[src/rtl/tkrt_pkg.sv]
// ============================================================================
// tkrt_pkg: shared types and constants of the top-K record tracker
// Record and item layouts, table depth, sort key codes, key selection.
// ============================================================================
`default_nettype none

package tkrt_pkg;

    localparam int TABLE_DEPTH = 16;                 // 2 .. 64
    localparam int RANK_W      = 6;                  // fixed width of the rank field
    localparam int RANK_CW     = $clog2(TABLE_DEPTH); // rank counter width

    localparam logic [2:0] KEY_LOGINS  = 3'd0;
    localparam logic [2:0] KEY_POSTS   = 3'd1;
    localparam logic [2:0] KEY_POSTWAR = 3'd2;
    localparam logic [2:0] KEY_CHATS   = 3'd3;
    localparam logic [2:0] KEY_LAST    = 3'd4;       // codes 5..7 also select this

    typedef struct packed {
        logic [31:0] tag;
        logic [30:0] logins;
        logic [30:0] posts;
        logic [30:0] postwar;
        logic [30:0] chats;
        logic [31:0] last;
    } rec_t;

    typedef struct packed {
        logic  occ;
        rec_t  rec;
    } slot_t;

    typedef struct packed {
        logic ins;      // insert the incoming record
        logic shift;    // read-out: move every entry one place toward the head
        logic clear;    // drop every entry
    } cell_ctrl_t;

    typedef struct packed {
        logic [31:0] account_tag;
        logic [30:0] login_count;
        logic [30:0] post_count;
        logic [30:0] postwar_count;
        logic [30:0] chat_count;
        logic [31:0] last_login_time;
        logic        end_of_list;
    } in_item_t;

    typedef struct packed {
        logic [RANK_W-1:0] rank;
        logic              present;
        logic [31:0]       out_tag;
        logic [30:0]       out_logins;
        logic [30:0]       out_posts;
        logic [30:0]       out_postwar;
        logic [30:0]       out_chats;
        logic [31:0]       out_last_login;
        logic              final_res;
    } out_item_t;

    function automatic logic [31:0] key_of(input rec_t r, input logic [2:0] sel);
        logic [31:0] k;
        begin
            case (sel)
                KEY_LOGINS:  k = {1'b0, r.logins};
                KEY_POSTS:   k = {1'b0, r.posts};
                KEY_POSTWAR: k = {1'b0, r.postwar};
                KEY_CHATS:   k = {1'b0, r.chats};
                default:     k = r.last;
            endcase
            return k;
        end
    endfunction

endpackage

`default_nettype wire

[src/rtl/tkrt_cell.sv]
// ============================================================================
// tkrt_cell: one slot of the sorted record chain
// Holds one record; compares against the incoming key, then keeps, captures
// the new record, or takes its neighbor's record.
// ============================================================================
`default_nettype none

module tkrt_cell (
    input  wire                      clk,
    input  wire                      rst_n,
    input  tkrt_pkg::cell_ctrl_t     ctrl,
    input  wire  [2:0]               sort_key,
    input  tkrt_pkg::rec_t           new_rec,
    input  wire  [31:0]              new_key,
    input  tkrt_pkg::slot_t          prev_slot,   // neighbor toward the head
    input  tkrt_pkg::slot_t          next_slot,   // neighbor toward the tail
    input  wire                      before_in,   // all cells ahead hold key >= new
    output logic                     before_out,
    output logic                     ge,
    output tkrt_pkg::slot_t          slot,
    output logic [31:0]              key
);

    logic            occ_reg;
    tkrt_pkg::rec_t  rec_reg;

    assign key        = tkrt_pkg::key_of(rec_reg, sort_key);
    assign ge         = occ_reg && (key >= new_key);
    assign before_out = before_in && ge;
    assign slot.occ   = occ_reg;
    assign slot.rec   = rec_reg;

    always_ff @(posedge clk or negedge rst_n)
    begin
        if (!rst_n)
        begin
            occ_reg <= 1'b0;
        end
        else if (ctrl.clear)
        begin
            occ_reg <= 1'b0;
        end
        else if (ctrl.ins)
        begin
            if (before_in && !ge)
            begin
                occ_reg <= 1'b1;
            end
            else if (!before_in)
            begin
                occ_reg <= prev_slot.occ;
            end
        end
        else if (ctrl.shift)
        begin
            occ_reg <= next_slot.occ;
        end
    end

    always_ff @(posedge clk)
    begin
        if (ctrl.ins && !ctrl.clear)
        begin
            if (before_in && !ge)
            begin
                rec_reg <= new_rec;
            end
            else if (!before_in)
            begin
                rec_reg <= prev_slot.rec;
            end
        end
        else if (ctrl.shift && !ctrl.clear)
        begin
            rec_reg <= next_slot.rec;
        end
    end

endmodule

`default_nettype wire

[config.mk]
export PLATFORM = sky130hd
export DESIGN_NAME = tkrt_cell
export DESIGN_NICKNAME = d
export VERILOG_FILES = /design/src/rtl/tkrt_pkg.sv /design/src/rtl/tkrt_cell.sv
export SDC_FILE = /design/constraint.sdc
export NUM_CORES = 1
export LEC_CHECK = 0
export BUFFER_PORTS_ARGS = -buffer_cell sky130_fd_sc_hd__buf_2
export CELL_PAD_IN_SITES_DETAIL_PLACEMENT = 1
export CELL_PAD_IN_SITES_GLOBAL_PLACEMENT = 1
export CORE_AREA = 2 2 324 326
export DETAILED_ROUTE_END_ITERATION = 8
export DIE_AREA = 0 0 326 328
export GPL_ROUTABILITY_DRIVEN = 0
export PLACE_DENSITY = 0.43
export SLEW_MARGIN = 20
export SYNTH_ARGS = -nofsm -noshare
export SYNTH_HDL_FRONTEND = slang
export SYNTH_SLANG_ARGS = --single-unit
[constraint.sdc]
create_clock -name clk -period 26 [get_ports clk]
set_input_delay 3.9 -clock clk [delete_from_list [all_inputs] [get_ports clk]]
set_output_delay 3.9 -clock clk [all_outputs]
set_load 0.1 [all_outputs]
==> metrics <==
status=finished clean; vias in the first global route=~15000; htree depth=4; Leak Pwr=8.22 nW; ANT nets after route=0; pre-CTS setup slack=14.49 ns; Synth Warn #=0; Slew @ Worst Pin=between 1 and 1.5 ns; Synth Instances=1247; CTS tree=built; Max-cap violations=0; class of the worst hold path=reg -> reg; Root Driver=clkbuf_16; core area=103000 sq um; Slowest cell on crit path=o31ai_1; FF+latch count, synth=189; global route overflow=0; drt drc=0; Final period util=43.8%; share of cells above drive strength 1=around 47%; Num CTS Buffers=17; minimum clock period=approximately 11 ns; clock sink total=between 150 and 200; CP startpoint kind=primary input; Vias=about 14000; FMAX=87.8 MHz; RR Startpoint=slot[49]; Critical Path, Cell by Cell=buf_4 > mux4_2 > mux2_2 > ha_1 > a21o_1 > nand3_1 > a21oi_1 > o31ai_1 > nand3_1 > buf_2; clock latency on the worst-skew pair=0.51 ns; vias per std cell=just over 4; crit-path max FO=31; final hold violation count=0; clk_skew=0.0204 ns; wire per inst=25.6 um; gr usage total=15.7%; main area contributors after synthesis=edfxtp_1 (45%), a221o_1 (15%), nand2_1 (12%); Mapped Area=12400 sq um; Post-synth EDFFs=188; Die Width=326 um; Crit path max-delay family=buffers and inverters; die height=~330 um; sequential cell area fraction in the yosys report=a little under half; first-pass GRT wire length=117000 um; die footprint=approximately 110000 sq um; Largest register FFs=188; drt first pass iters=4; Sum Neg Setup Slack=0 ns; clock-pin slew on the worst setup and hold paths=0.08 ns; Worst Path Required=22.10 ns; Layout area overhead=49.2%; Mean Syn Cell Area=9.97 sq um; 1st-iter DRT viols=746; CTS Hold Bufs=0; final setup margin=~15 ns; initial antenna violation count=39; Netlist cell types=36; top cell type's share of synthesized area=between 40% and 50%; Crit Path Category=in -> out; Worst Hold Path EP=occ_reg; RSZ-0062 raised after global routing=no; Most used DFF post-synth=edfxtp_1; Max-slew headroom=between 20 and 30%; max-slew violations=0; final WL=87100 um; largest net degree at the start of global routing=126; CP endpoint kind=primary output; Post-DP HPWL=72300 um; # IOs=830; Worst Path Buf+Inv=2; most used cell, CP=nand3_1; hold path depth=3; setup violators final=0; WP data arrival=between 7 and 8 ns; Worst Hold Launch=occ_reg; asr flop ratio synth=less than 1%; post-CTS resize count=0; postcts setup bufs=0; RR Endpoint=slot[38]; peak supply drop=between 40 and 50 uV; # rows=118; FF-to-FF path depth=11; R2R setup slack=20.50 ns; Placed Cells=3360; CP max stage delay=0.68 ns; Finished Layout Cells=3406; pwr/cell area=60.6 nW/um^2; Net count, final=2638; Initial Util=12.0%; Worst Setup SP=sort_key[0]; largest area contributor in the netlist=edfxtp_1; syn nets=1886; CTS Buffer Depth=2; PortBufs=829
==> Yosys cell counts, types with 3 or more instances <==
cell / count
nand2_1: 386
o21ai_0: 194
a221o_1: 188
edfxtp_1: 188
clkbuf_1: 73
ha_1: 32
inv_1: 32
mux4_2: 31
mux2_2: 30
buf_2: 17
buf_6: 17
a21oi_1: 14
nor2_1: 7
buf_1: 5
nand3_1: 4
nand4_1: 4
nand2b_1: 3
==> how the worst max path moves through the flow <==
stage                   end  cells past startpoint
floorplan           slot[0]                     10
global placement         ge                     10
detailed placement       ge                     10
CTS                      ge                     10
global route             ge                     10
finish                   ge                     10
==> layout by cell type (no fill, tap or decap), drive strengths merged, types with 2 or more instances in the layout <==
cell      instances
mux2             30
nand4             4
edfxtp          188
a221o           188
bufinv            2
a21oi            14
a211oi            2
nor4              2
o21ai           194
clkinvlp          2
nand2b            3
diode            14
nand2           386
a21o              2
nor2              7
buf             847
nand3             4
clkbuf           18
a31oi             2
clkinv            5
mux4             31
ha               32
inv              38
==> per-stage QoR <==
step	hold slack, ns	power (mW)	instance area (sq um)	utilization, %
after floorplan	0.761	0.696	12400	-
after global placement	0.982	0.841	17900	17.3
after detailed placement	1.00	0.845	17900	17.3
after CTS	1.01	1.15	18500	17.9
after global routing	1.06	1.17	18500	17.9
final	1.03	1.12	18500	18.0
==> tightest hold or removal path, stage by stage, from the launching register on <==
cell	delay [ns]
dfrtp_1	0.52
nor2b_1	0.20
a211oi_1	0.20
a211oi_1	0.07
==> routing by layer <==
metal	GRT usage, %	routed length (um)
met1	20.2	38600
met2	24.8	39900
met3	4.98	6550
met4	4.76	2050
met5	0	61
==> cell type report <==
class | count | area, sq um
Tap cell | 1380 | 1730
Timing Repair Buffer | 847 | 4300
Clock buffer | 18 | 429
Multi-Input combinational cell | 911 | 6080
Clock inverter | 14 | 178
Inverter | 33 | 129
Fill cell | 12300 | 84700
Sequential cell | 189 | 5670
Antenna cell | 14 | 35.0
==> logic make-up after synthesis <==
group / count (synthesis) / share of synthesized area [%]
flops: 189 / 45.6
simple gates: 409 / 12.7
fa+ha+maj: 32 / 3.22
mux: 62 / 8.41
buf+inv: 147 / 5.70
compound gates: 408 / 24.4
==> power breakdown <==
group          leakage, nW  switching (mW)  total [mW]  internal, mW
combinational         6.10           0.329       0.433         0.104
clock                0.290           0.146       0.291         0.145
sequential            1.83          0.0327       0.400         0.367
total                 8.22           0.508        1.12         0.617
(Power assumes the default switching activity.)
